## src/sv/line_sensor_marker_detector_core_macros.svh

```systemverilog
// Assertion macros shared by the line sensor marker detector RTL.
`ifndef LINE_SENSOR_MARKER_DETECTOR_CORE_MACROS_SVH
`define LINE_SENSOR_MARKER_DETECTOR_CORE_MACROS_SVH

`ifndef SYNTHESIS

`define LSMD_ASSERT_IMPLY(label, clk, rst, ante, cons, msg) \
   label: assert property (@(posedge clk) disable iff (rst) (ante) |-> (cons)) \
      else $error(msg);

`define LSMD_ASSERT_NEXT(label, clk, rst, ante, cons, msg) \
   label: assert property (@(posedge clk) disable iff (rst) (ante) |=> (cons)) \
      else $error(msg);

`else

`define LSMD_ASSERT_IMPLY(label, clk, rst, ante, cons, msg)

`define LSMD_ASSERT_NEXT(label, clk, rst, ante, cons, msg)

`endif

`endif

```

## src/sv/lsmd_pkg.sv

```systemverilog
// Package with the types, constants and codes of the line sensor marker detector.
package lsmd_pkg;

   localparam int SENSOR_COUNT    = 8;
   localparam int SAMPLE_BITS     = 12;
   localparam int DIFF_COUNT      = SENSOR_COUNT - 1;
   localparam int EDGE_COUNT_BITS = $clog2(DIFF_COUNT + 1);

   localparam int THRESH_BITS     = 12;
   localparam int CONFIRM_BITS    = 4;
   localparam int MIN_EDGE_BITS   = 3;
   localparam int CSR_DATA_BITS   = 12;
   localparam int CSR_INDEX_BITS  = 2;

   localparam int STRONG_OUT_BITS = 3;
   localparam int MAX_STEP_BITS   = 12;
   localparam int EDGE_CMP_BITS   =
      (EDGE_COUNT_BITS > MIN_EDGE_BITS) ? EDGE_COUNT_BITS : MIN_EDGE_BITS;

   localparam logic [STRONG_OUT_BITS-1:0] STRONG_OUT_MAX = '1;

   localparam logic [THRESH_BITS-1:0]   EDGE_LOW_THRESHOLD_RESET = 12'd3300;
   localparam logic [CONFIRM_BITS-1:0]  CONFIRM_COUNT_RESET      = 4'd3;
   localparam logic [MIN_EDGE_BITS-1:0] MIN_STRONG_EDGES_RESET   = 3'd2;

   typedef logic [SAMPLE_BITS-1:0]                   sample_type;
   typedef logic [SENSOR_COUNT-1:0][SAMPLE_BITS-1:0] sample_array_type;
   typedef logic [DIFF_COUNT-1:0][SAMPLE_BITS-1:0]   diff_array_type;

   typedef enum logic [1:0] {
      EVENT_NONE = 2'd0,
      EVENT_STOP = 2'd1,
      EVENT_GO   = 2'd2
   } event_type;

   typedef enum logic [CSR_INDEX_BITS-1:0] {
      CSR_EDGE_LOW_THRESHOLD = 2'd0,
      CSR_CONFIRM_COUNT      = 2'd1,
      CSR_MIN_STRONG_EDGES   = 2'd2
   } csr_index_type;

   typedef struct packed {
      logic [THRESH_BITS-1:0]   edge_low_threshold;
      logic [CONFIRM_BITS-1:0]  confirm_count;
      logic [MIN_EDGE_BITS-1:0] min_strong_edges;
   } csr_type;

   typedef struct packed {
      logic [EDGE_COUNT_BITS-1:0] edge_count;
      sample_type                 max_step;
   } merge_result_type;

   typedef struct packed {
      logic hit;
      logic go;
   } decision_type;

   typedef struct packed {
      event_type event_res;
      logic      clear_pending;
   } confirm_type;

endpackage

```

## src/sv/lsmd_lane.sv

```systemverilog
// One lane: absolute difference of two neighbouring reflectance samples.
module lsmd_lane (
   input  lsmd_pkg::sample_type sample_a,
   input  lsmd_pkg::sample_type sample_b,
   output lsmd_pkg::sample_type diff
);

   always_comb begin
      if (sample_a >= sample_b) begin
         diff = sample_a - sample_b;
      end else begin
         diff = sample_b - sample_a;
      end
   end

endmodule

```

## src/sv/lsmd_merge.sv

```systemverilog
// Merging stage: maximum of the lane differences and the count of strong edges.
module lsmd_merge (
   input  logic                            clock,
   input  logic                            load,
   input  lsmd_pkg::diff_array_type        diff_in,
   output lsmd_pkg::merge_result_type      result
);

   lsmd_pkg::diff_array_type diff_ff;
   lsmd_pkg::sample_type     max_ff;
   lsmd_pkg::sample_type     max_in;
   lsmd_pkg::sample_type     half_max;
   logic [lsmd_pkg::EDGE_COUNT_BITS-1:0] count;

   always_comb begin
      max_in = '0;
      for (int i = 0; i < lsmd_pkg::DIFF_COUNT; i++) begin
         if (diff_in[i] > max_in) begin
            max_in = diff_in[i];
         end
      end
   end

   always_ff @(posedge clock) begin
      if (load) begin
         diff_ff <= diff_in;
         max_ff  <= max_in;
      end
   end

   // An edge is strong when it lies strictly above half the largest step, rounded down.
   assign half_max = max_ff >> 1;

   always_comb begin
      count = '0;
      for (int i = 0; i < lsmd_pkg::DIFF_COUNT; i++) begin
         if (diff_ff[i] > half_max) begin
            count = count + lsmd_pkg::EDGE_COUNT_BITS'(1);
         end
      end
   end

   assign result.edge_count = count;
   assign result.max_step   = max_ff;

endmodule

```

## src/sv/lsmd_confirm.sv

```systemverilog
// Hit counter that confirms a stop or go point after enough hits.
module lsmd_confirm (
   input  logic                                  clock,
   input  logic                                  reset,
   input  logic                                  fire,
   input  lsmd_pkg::decision_type                decision,
   input  logic [lsmd_pkg::CONFIRM_BITS-1:0]     confirm_count,
   output lsmd_pkg::confirm_type                 result
);

   logic [lsmd_pkg::CONFIRM_BITS-1:0] hit_counter_ff;
   logic [lsmd_pkg::CONFIRM_BITS-1:0] hit_counter_in;
   logic [lsmd_pkg::CONFIRM_BITS-1:0] count_plus;

   assign count_plus = hit_counter_ff + lsmd_pkg::CONFIRM_BITS'(1);

   always_comb begin
      result.event_res    = lsmd_pkg::EVENT_NONE;
      result.clear_pending = 1'b1;
      hit_counter_in       = hit_counter_ff;
      if (decision.hit) begin
         if (count_plus >= confirm_count) begin
            result.event_res = decision.go ? lsmd_pkg::EVENT_GO : lsmd_pkg::EVENT_STOP;
            hit_counter_in   = '0;
         end else begin
            result.clear_pending = 1'b0;
            hit_counter_in       = count_plus;
         end
      end
   end

   always_ff @(posedge clock) begin
      if (reset) begin
         hit_counter_ff <= '0;
      end else if (fire) begin
         hit_counter_ff <= hit_counter_in;
      end
   end

endmodule

```

## src/sv/line_sensor_marker_detector_core.sv

```systemverilog
// Top level of the line sensor marker detector: handshakes, registers and pipeline.
//
// The detector takes one scan of eight samples per cycle while the result side
// does not stall and returns exactly one result per scan, which passes the first
// stage, the merging stage and the output register in turn. Seven lanes form the
// neighbour differences in the first stage, the merging stage registers their
// maximum and counts the strong edges, and the hit counter updates as the result
// enters the output register. Each stage holds its item only while the next is
// full and stalled, so up to three scans are in flight. The user must write the
// registers only while no scan is in flight; the block does not enforce it.
`include "line_sensor_marker_detector_core_macros.svh"

module line_sensor_marker_detector_core (
   input  logic                                    clock,
   input  logic                                    reset,

   input  logic                                    csr_wr_en,
   input  logic [lsmd_pkg::CSR_INDEX_BITS-1:0]     csr_index,
   input  logic [lsmd_pkg::CSR_DATA_BITS-1:0]      csr_wdata,

   input  logic                                    req_valid,
   output logic                                    req_stall,
   input  logic                                    req_operation,
   input  lsmd_pkg::sample_type                    req_sample_0,
   input  lsmd_pkg::sample_type                    req_sample_1,
   input  lsmd_pkg::sample_type                    req_sample_2,
   input  lsmd_pkg::sample_type                    req_sample_3,
   input  lsmd_pkg::sample_type                    req_sample_4,
   input  lsmd_pkg::sample_type                    req_sample_5,
   input  lsmd_pkg::sample_type                    req_sample_6,
   input  lsmd_pkg::sample_type                    req_sample_7,

   output logic                                    rsp_valid,
   input  logic                                    rsp_stall,
   output logic [1:0]                              rsp_event_res,
   output logic                                    rsp_clear_pending,
   output logic [lsmd_pkg::STRONG_OUT_BITS-1:0]    rsp_strong_edges,
   output logic [lsmd_pkg::MAX_STEP_BITS-1:0]      rsp_max_step
);

   lsmd_pkg::csr_type          csr_ff;
   lsmd_pkg::csr_type          csr_in;

   lsmd_pkg::sample_array_type samples;
   lsmd_pkg::diff_array_type   diff_comb;
   logic                       end_low;

   // Stage one: lane differences.
   logic                       s1_valid_ff;
   logic                       s1_valid_in;
   lsmd_pkg::diff_array_type   s1_diff_ff;
   logic                       s1_go_ff;
   logic                       s1_end_low_ff;

   // Stage two: merged maximum and strong edge count.
   logic                       s2_valid_ff;
   logic                       s2_valid_in;
   logic                       s2_go_ff;
   logic                       s2_end_low_ff;
   lsmd_pkg::merge_result_type merge_result;

   // Output register.
   logic                       rsp_valid_ff;
   logic                       rsp_valid_in;
   logic [1:0]                 rsp_event_res_ff;
   logic                       rsp_clear_pending_ff;
   logic [lsmd_pkg::STRONG_OUT_BITS-1:0] rsp_strong_edges_ff;
   logic [lsmd_pkg::MAX_STEP_BITS-1:0]   rsp_max_step_ff;
   logic [lsmd_pkg::STRONG_OUT_BITS-1:0] strong_sat;

   logic                       s1_ready;
   logic                       s2_ready;
   logic                       out_ready;
   logic                       s1_load;
   logic                       s2_load;
   logic                       out_load;

   lsmd_pkg::decision_type     decision;
   lsmd_pkg::confirm_type      confirm_result;

   // Configuration registers.
   always_comb begin
      csr_in = csr_ff;
      if (csr_wr_en) begin
         unique case (csr_index)
            lsmd_pkg::CSR_EDGE_LOW_THRESHOLD: begin
               csr_in.edge_low_threshold = csr_wdata[lsmd_pkg::THRESH_BITS-1:0];
            end
            lsmd_pkg::CSR_CONFIRM_COUNT: begin
               csr_in.confirm_count = csr_wdata[lsmd_pkg::CONFIRM_BITS-1:0];
            end
            lsmd_pkg::CSR_MIN_STRONG_EDGES: begin
               csr_in.min_strong_edges = csr_wdata[lsmd_pkg::MIN_EDGE_BITS-1:0];
            end
            default: begin
               csr_in = csr_ff;
            end
         endcase
      end
   end

   always_ff @(posedge clock) begin
      if (reset) begin
         csr_ff.edge_low_threshold <= lsmd_pkg::EDGE_LOW_THRESHOLD_RESET;
         csr_ff.confirm_count      <= lsmd_pkg::CONFIRM_COUNT_RESET;
         csr_ff.min_strong_edges   <= lsmd_pkg::MIN_STRONG_EDGES_RESET;
      end else begin
         csr_ff <= csr_in;
      end
   end

   // Flow control: a stage takes a new item when it is empty or its item moves on.
   assign out_ready = !rsp_valid_ff || !rsp_stall;
   assign s2_ready  = !s2_valid_ff || out_ready;
   assign s1_ready  = !s1_valid_ff || s2_ready;
   assign req_stall = !s1_ready;

   assign s1_load  = req_valid && s1_ready;
   assign s2_load  = s1_valid_ff && s2_ready;
   assign out_load = s2_valid_ff && out_ready;

   assign s1_valid_in  = s1_ready  ? req_valid   : s1_valid_ff;
   assign s2_valid_in  = s2_ready  ? s1_valid_ff : s2_valid_ff;
   assign rsp_valid_in = out_ready ? s2_valid_ff : rsp_valid_ff;

   always_ff @(posedge clock) begin
      if (reset) begin
         s1_valid_ff  <= 1'b0;
         s2_valid_ff  <= 1'b0;
         rsp_valid_ff <= 1'b0;
      end else begin
         s1_valid_ff  <= s1_valid_in;
         s2_valid_ff  <= s2_valid_in;
         rsp_valid_ff <= rsp_valid_in;
      end
   end

   // Lanes.
   assign samples[0] = req_sample_0;
   assign samples[1] = req_sample_1;
   assign samples[2] = req_sample_2;
   assign samples[3] = req_sample_3;
   assign samples[4] = req_sample_4;
   assign samples[5] = req_sample_5;
   assign samples[6] = req_sample_6;
   assign samples[7] = req_sample_7;

   for (genvar i = 0; i < lsmd_pkg::DIFF_COUNT; i++) begin : g_lane
      lsmd_lane u_lane (
         .sample_a (samples[i]),
         .sample_b (samples[i+1]),
         .diff     (diff_comb[i])
      );
   end

   assign end_low = (samples[0] < csr_ff.edge_low_threshold)
                 || (samples[lsmd_pkg::SENSOR_COUNT-1] < csr_ff.edge_low_threshold);

   always_ff @(posedge clock) begin
      if (s1_load) begin
         s1_diff_ff    <= diff_comb;
         s1_go_ff      <= req_operation;
         s1_end_low_ff <= end_low;
      end
   end

   lsmd_merge u_merge (
      .clock   (clock),
      .load    (s2_load),
      .diff_in (s1_diff_ff),
      .result  (merge_result)
   );

   always_ff @(posedge clock) begin
      if (s2_load) begin
         s2_go_ff      <= s1_go_ff;
         s2_end_low_ff <= s1_end_low_ff;
      end
   end

   // Hit decision and confirmation.
   always_comb begin
      decision.go  = s2_go_ff;
      decision.hit = (lsmd_pkg::EDGE_CMP_BITS'(merge_result.edge_count)
                      > lsmd_pkg::EDGE_CMP_BITS'(csr_ff.min_strong_edges))
                  || (s2_go_ff && s2_end_low_ff);
   end

   lsmd_confirm u_confirm (
      .clock         (clock),
      .reset         (reset),
      .fire          (out_load),
      .decision      (decision),
      .confirm_count (csr_ff.confirm_count),
      .result        (confirm_result)
   );

   always_comb begin
      if (lsmd_pkg::EDGE_CMP_BITS'(merge_result.edge_count)
          > lsmd_pkg::EDGE_CMP_BITS'(lsmd_pkg::STRONG_OUT_MAX)) begin
         strong_sat = lsmd_pkg::STRONG_OUT_MAX;
      end else begin
         strong_sat = lsmd_pkg::STRONG_OUT_BITS'(merge_result.edge_count);
      end
   end

   always_ff @(posedge clock) begin
      if (out_load) begin
         rsp_event_res_ff     <= confirm_result.event_res;
         rsp_clear_pending_ff <= confirm_result.clear_pending;
         rsp_strong_edges_ff  <= strong_sat;
         rsp_max_step_ff      <= lsmd_pkg::MAX_STEP_BITS'(merge_result.max_step);
      end
   end

   assign rsp_valid         = rsp_valid_ff;
   assign rsp_event_res     = rsp_event_res_ff;
   assign rsp_clear_pending = rsp_clear_pending_ff;
   assign rsp_strong_edges  = rsp_strong_edges_ff;
   assign rsp_max_step      = rsp_max_step_ff;

   `LSMD_ASSERT_IMPLY(a_event_clears_pending, clock, reset, rsp_valid_ff && (rsp_event_res_ff != lsmd_pkg::EVENT_NONE), rsp_clear_pending_ff, "An event was delivered without clear_pending.")
   `LSMD_ASSERT_IMPLY(a_strong_needs_step, clock, reset, rsp_valid_ff && (rsp_strong_edges_ff != '0), rsp_max_step_ff != '0, "Strong edges were reported on a flat scan.")
   `LSMD_ASSERT_NEXT(a_merge_holds, clock, reset, s2_valid_ff && !out_ready, s2_valid_ff && $stable(merge_result), "The merging stage lost or changed a held item.")

endmodule
```

## config.mk

```make
export PLATFORM = sky130hd
export DESIGN_NAME = line_sensor_marker_detector_core
export DESIGN_NICKNAME = d
export VERILOG_FILES = /design/src/sv/lsmd_pkg.sv /design/src/sv/lsmd_lane.sv /design/src/sv/lsmd_merge.sv /design/src/sv/lsmd_confirm.sv /design/src/sv/line_sensor_marker_detector_core.sv
export VERILOG_INCLUDE_DIRS = /design/src /design/src/sv
export SDC_FILE = /design/constraint.sdc
export NUM_CORES = 1
export LEC_CHECK = 0
export ABC_CLOCK_PERIOD_IN_PS = 38900
export BUFFER_PORTS_ARGS = -buffer_cell sky130_fd_sc_hd__buf_2
export CAP_MARGIN = 40
export CORE_MARGIN = 2
export CORE_UTILIZATION = 65
export DETAILED_ROUTE_END_ITERATION = 10
export PLACE_DENSITY = 0.95
export SKIP_CTS_REPAIR_TIMING = 1
export SLEW_MARGIN = 20
export SYNTH_ARGS = -nofsm -noshare
export SYNTH_HDL_FRONTEND = slang
export SYNTH_HIERARCHICAL = 1
export SYNTH_SLANG_ARGS = --single-unit
```

## constraint.sdc

```tcl
create_clock -name clock -period 38.9 [get_ports clock]
set_input_delay 1.945 -clock clock [delete_from_list [all_inputs] [get_ports clock]]
set_output_delay 1.945 -clock clock [all_outputs]
set_load 0.01 [all_outputs]
```

==> key figures, run 1 <==
Timing
  – Final Hold Viols: 0
  – Fin. max-slew vios: 0
  – Max Freq: 0.06849 GHz
  – Final min period: 14,600 ps
  – RSZ-0062 raised after global routing: false
  – Fin crit share: between 30 and 40%
  – Clk_skew: 9.281 ps
  – Relative slew slack: 44.12%
  – Setup TNS: 0 ps
  – Tightest Pin Transition: approximately 840 ps
  – Setup violations, final: 0

Status
  – Status: finished, final reports clean

CTS
  – TritonCTS Buffers: 22
  – Clock buffer depth: 3
  – CTS root buf: clkbuf_16
  – Clock transition at path regs: 60 ps
  – Clk sinks: 228
  – Worst skew pair latency: approximately 510 ps
  – Clock tree from TritonCTS: done
  – H-tree levels: 1

Synth
  – Post-Synthesis Mean Instance Area: around 9.4 um2
  – Yosys top cell by area: edfxtp_1
  – Synth area leaders: edfxtp_1 (30%), ha_1 (21%), a21oi_1 (5.6%)
  – Synth Register Bits: 228
  – Yosys cell types: 84
  – Ys async rst share: 0%
  – Post-synth EDFFs: 202
  – Synthesis Warnings: 6
  – Top-area cell type share of the netlist area: about 30%
  – Main synth FF type: edfxtp_1
  – Post-synthesis cell count: 2,170
  – Register area share after synthesis: 32.12%
  – Cell Area, Synth: 20,510 um2
  – Synth Net Count: 2,642

Route
  – Drt via density: 6.366
  – Final WL: 54.79 mm
  – Via count: 17,100
  – First DRT Iteration DRCs: 1,745
  – First drt pass iteration count: 6
  – Routed Antenna Nets: 0
  – DRC Markers: 0
  – Routed len/inst: 20.40 um

Floorplanning
  – FP Rows: 65
  – Initial Util: roughly two thirds
  – Die area: 32,980 um2
  – IO Count: ~140
  – Die X: 181.6 um
  – DIE HEIGHT: 181.6 um
  – Core area: between 30,000 and 40,000 um2

Pwr
  – Peak supply drop: 0.06447 mV
  – LEAKAGE: 0.01039 uW
  – Cell area power density: approximately 84 nW/um2

Global route
  – Global Route Usage Sum: 32.67%
  – Largest net degree at the start of global routing: 65
  – First-pass GRT wire length: between 80 and 90 mm
  – Vias in the first global route: 16,220
  – Number of antenna violations at the first check in global routing: 0
  – GRT Residual Overflow: 0

Setup path
  – Max stage delay on crit path: 710 ps
  – Slowest cell on the critical path: a221o_1
  – CP endpoint kind: flop
  – Crit start category: flop
  – Critical path class: flop to flop
  – Worst EP required: 39,240 ps
  – Worst Path Arrival: around 15,000 ps
  – Crit-path max FO: 25

Placed design
  – GPL Wtd Cong: 0.9537
  – Port Buf Inserts: 135
  – Placed instance count: 2,644
  – Hpwl dp: 43.85 mm

Flow run
  – Max Cap Violations: 0

Cells and area
  – Nets: 2,740
  – Final cell count without fillers: roughly 2,700
  – Most common cell after layout, fill and taps aside: ha_1
  – Layout cells sized above 1: 9.939%
  – Layout area overhead: 7.896%
  – Antenna diodes: 0
  – Commonest non-fill, non-tap cells in the layout: ha_1 (342), inv_1 (269), a21oi_1 (230)

Hold path
  – Worst hold path class: flop to flop
==> state kept, by name, indices dropped and copies added, names as in the netlist, 2 cells and up <==
name / count
u_confirm/hit_counter_ff: 4
u_merge/max_ff: 12
rsp_event_res: 2
rsp_max_step: 12
u_merge/diff_ff: 84
s1_diff_ff: 84
rsp_strong_edges: 3
csr_ff: 19
==> layer usage <==
| layer | vias to the layer above | part of all wire, % | track usage (%) |
|---|---|---|---|
| met5 | - | 0 | 0 |
| met4 | 0 | 3.8 | 11.22 |
| met3 | 138 | 7.4 | 3.209 |
| met2 | 854 | 46 | 54.19 |
| met1 | 8134 | 43 | 44.98 |
| li1 | 7973 | - | - |
==> cells by family after synthesis <==
| family | after synthesis | share of synthesized area, % |
|---|---|---|
| muxes | 113 | 5.687 |
| buffers and inverters | 340 | 7.023 |
| and+or+nand+nor | 485 | 12.34 |
| DFF | 228 | 32.12 |
| AOI/OAI and AO/OA | 566 | 17.09 |
| xor gates and xnor gates | 82 | 3.502 |
| adders and majority gates | 356 | 22.23 |
==> critical path, delay by kind of cell (launching register included) <==
kind,cells,cell delay [ps]
compound gates,23,5660
simple gates,22,4720
fa+ha+maj,6,1660
mux,4,1090
buf+inv,5,840
flops,1,420
==> per-stage QoR <==
stage | util [%] | area (um2) | hold WS, ps | power [uW] | setup WS (ps)
finish | 70.66 | 22130 | 426.1 | 1851 | 24300
global placement | 68.07 | 21310 | 405.2 | 1525 | 25060
detailed placement | 68.25 | 21370 | 406.2 | 1580 | 24680
floorplan | - | 20510 | 400.3 | 1312 | 26280
CTS | 70.59 | 22100 | 421.8 | 1816 | 24540
global route | 70.66 | 22130 | 435.0 | 1976 | 23480
==> where the power goes <==
group | leakage [uW] | switching (uW) | internal [uW]
clock | 0.000352 | 90.9 | 129
combinational | 0.00791 | 731 | 516
sequential | 0.00214 | 36.7 | 347
==> path summary, 6_finish.rpt <==
path                                     start                  to  slack [ps]  depth (start not counted)
worst min register to register        s1_go_ff            s2_go_ff         430                          0
worst min-delay path                  s1_go_ff            s2_go_ff         430                          0
worst max register to register  s1_diff_ff[13]  u_merge/max_ff[10]       24300                         60
worst max-delay path            s1_diff_ff[13]  u_merge/max_ff[10]       24300                         60
==> Yosys cell counts, types with 7 or more instances <==
| master | instances |
|---|---|
| nand4b_1 | 7 |
| nor2b_1 | 36 |
| nand4_1 | 40 |
| o21bai_1 | 15 |
| xor2_1 | 49 |
| clkbuf_1 | 20 |
| nand2b_1 | 55 |
| nand3b_1 | 10 |
| buf_4 | 16 |
| and4_1 | 10 |
| o2bb2ai_1 | 7 |
| buf_6 | 10 |
| xnor2_1 | 33 |
| nor2_1 | 127 |
| nand2_1 | 110 |
| edfxtp_1 | 202 |
| mux2_2 | 12 |
| fa_1 | 14 |
| or3_1 | 15 |
| o22ai_1 | 10 |
| or4_1 | 18 |
| a31oi_1 | 7 |
| a311oi_1 | 7 |
| o211ai_1 | 11 |
| mux2i_1 | 96 |
| a211o_1 | 16 |
| and3_1 | 11 |
| o21ai_0 | 130 |
| dfxtp_1 | 26 |
| o21ai_1 | 17 |
| a21o_1 | 33 |
| o21a_1 | 34 |
| ha_1 | 342 |
| nor3_1 | 18 |
| a21oi_1 | 230 |
| o211a_2 | 8 |
| buf_2 | 23 |
| nand3_1 | 8 |
| inv_1 | 269 |
==> final cells by class <==
class	instances	area [um2]
clock inverter	11	135.1
inverter	270	1013
multi-input combinational	1602	12500
fill	2196	9186
timing repair buffer	144	790.8
sequential	228	6586
tap	402	503.0
clock buffer	29	598.1
(Power assumes the default switching activity.)
==> run 2: changes to the inputs <==
Settings changed: ABC_CLOCK_PERIOD_IN_PS 38900 to 12400, CORE_UTILIZATION 65 to 57, PLACE_DENSITY 0.95 to 0.89.
Clock period 38.9 ns to 12.4 ns, I/O delays scaled along.
==> key figures, run 2 (synthesis gave the netlist of run 1 again) <==
Floorplanning
  – Initial Util: 57.79%
  – DIE HEIGHT: 193.7 um
  – Die X: 193.7 um
  – Die area: roughly 38,000 um2
  – Core area: around 35,000 um2
  – FP Rows: 69
  – IO Count: 136

CTS
  – H-tree levels: 1
  – CTS root buf: clkbuf_16
  – Clk sinks: around 230
  – Worst skew pair latency: 530 ps
  – Clock transition at path regs: 60 ps
  – Clock buffer depth: 3
  – Clock tree from TritonCTS: done
  – TritonCTS Buffers: 22

Pwr
  – Sw power: 3187 uW
  – Int Power: 3894 uW
  – Clock Power Share: 9.5%
  – LEAKAGE: 0.01089 uW
  – Cell area power density: 301.2 nW/um2
  – Sw frac: 45.01%
  – Sequential share of power: 17.1%
  – Peak supply drop: 0.3129 mV
  – Logic pwr share: 73.4%

Route
  – DRC Markers: 0
  – Routed len/inst: 20.37 um
  – First drt pass iteration count: 7
  – Via count: 17,610
  – Drt via density: 6.224
  – Final WL: 57.65 mm
  – Routed Antenna Nets: 0
  – First DRT Iteration DRCs: around 1,900

Cells and area
  – Commonest non-fill, non-tap cells in the layout: ha_1 (327), inv_1 (264), a21oi_1 (218)
  – Design area: 23,510 um2
  – Layout cells sized above 1: 16.51%
  – Layout area overhead: 14.65%
  – Core Util, Final: roughly 66%
  – Nets: ~2,800
  – Most common cell after layout, fill and taps aside: ha_1
  – Biggest regs: s1_diff_ff: 84 flops, u_merge/diff_ff: 84 flops, csr_ff: 19 flops

Setup path
  – Worst Path Arrival: approximately 13,000 ps
  – Crit start category: flop
  – Slowest cell on the critical path: edfxtp_1
  – CP endpoint kind: flop
  – Crit-path max FO: 7
  – Max stage delay on crit path: approximately 480 ps
  – Cell family with most CP delay: compound AO/OA/AOI/OAI gates
  – Worst EP required: 12,780 ps
  – Crit path buffers/inverters: 8
  – Critical path class: flop to flop

Timing
  – WHS: ~280 ps
  – Fin. max-slew vios: 0
  – Tightest Pin Transition: 860.6 ps
  – Relative slew slack: 42.56%
  – Setup violations, final: 11
  – Setup TNS: -736.0 ps
  – Max Freq: about 0.08 GHz
  – Fin crit share: 100.8%
  – Clk_skew: 13.93 ps
  – Worst setup margin: -96.15 ps
  – Final Hold Viols: 0
  – Final min period: ~12,000 ps

Status
  – Failing checks: setup timing
  – Status: finished, violations left

Flow run
  – Max Cap Violations: 0

Placed design
  – Pre-CTS WS: -510.6 ps
  – Port Buf Inserts: around 140
  – Hpwl dp: 43.92 mm
  – GPL Wtd Cong: 0.9489
  – Dpl cell area: about 22,000 um2

Global route
  – Number of antenna violations at the first check in global routing: 1
  – Global Route Usage Sum: 28.16%
  – Largest net degree at the start of global routing: 75
  – GRT Residual Overflow: 0
  – Vias in the first global route: 16,590
  – First-pass GRT wire length: 85.50 mm

Hold path
  – Worst hold path class: primary input to flop
[run 2: changes by cell type in the layout (fill, tap and decap cells not counted), moves of 5 or more]
cell | previous run | this run
buf_4 | 5 | 77
ha_1 | 342 | 327
ha_4 | 0 | 15
a21oi_1 | 230 | 218
o21ai_0 | 130 | 118
a21oi_2 | 0 | 8
mux2i_1 | 96 | 89
o21ai_1 | 17 | 24
buf_6 | 2 | 8
nor2_1 | 127 | 121
inv_1 | 269 | 264
inv_2 | 1 | 6
nand2_1 | 110 | 105
[run 2: cell type report]
type	count	area, um2
multi-input cells	1605	13150
repair buffers	225	1464
clock inverters	7	101.3
clock buffers	33	611.8
fillers	2550	11970
diodes	1	2.502
flip-flops and latches	228	6586
well taps	461	576.8
inverters	270	1013
[run 2: metal layers]
layer / track usage [%] / part of all wire [%] / vias to the layer above
met3: 2.627 / 7.9 / 198
met4: 13.60 / 5.5 / 0
li1: - / - / 8165
met5: 0 / 0 / -
met1: 37.97 / 41 / 8322
met2: 45.77 / 46 / 929
[run 2: final timing paths]
kind	from	endpoint	slack (ps)	depth (start not counted)
max	s1_diff_ff[22]	u_merge/max_ff[11]	-100	55
min	req_operation	s1_go_ff	280	1
max reg2reg	s1_diff_ff[22]	u_merge/max_ff[11]	-100	55
min reg2reg	u_merge/max_ff[0]	rsp_max_step[0]	420	0
[run 2: worst reg2reg max path, delay by kind of cell (launching register included)]
family	cells	cell delay [ps]
muxes	4	980
adders and majority gates	6	1700
DFF	1	480
AOI/OAI and AO/OA	19	4150
and+or+nand+nor	18	3890
buffers and inverters	8	1160
[run 2: metrics by stage]
stage | total power [uW] | cells
after floorplan | 4118 | 2170
after global routing | 7491 | 2829
after CTS | 5916 | 2774
after detailed placement | 5209 | 2734
final | 7081 | 2830
after global placement | 5020 | 2733
[run 2: power by group through the flow]
stage | registers, uW | logic, uW | clock network (uW)
after global routing | 1220 | 5570 | 704
after floorplan | 1160 | 2960 | 0
final | 1210 | 5190 | 673
after global placement | 1210 | 3810 | 0
after CTS | 1200 | 4040 | 676
after detailed placement | 1210 | 4000 | 0
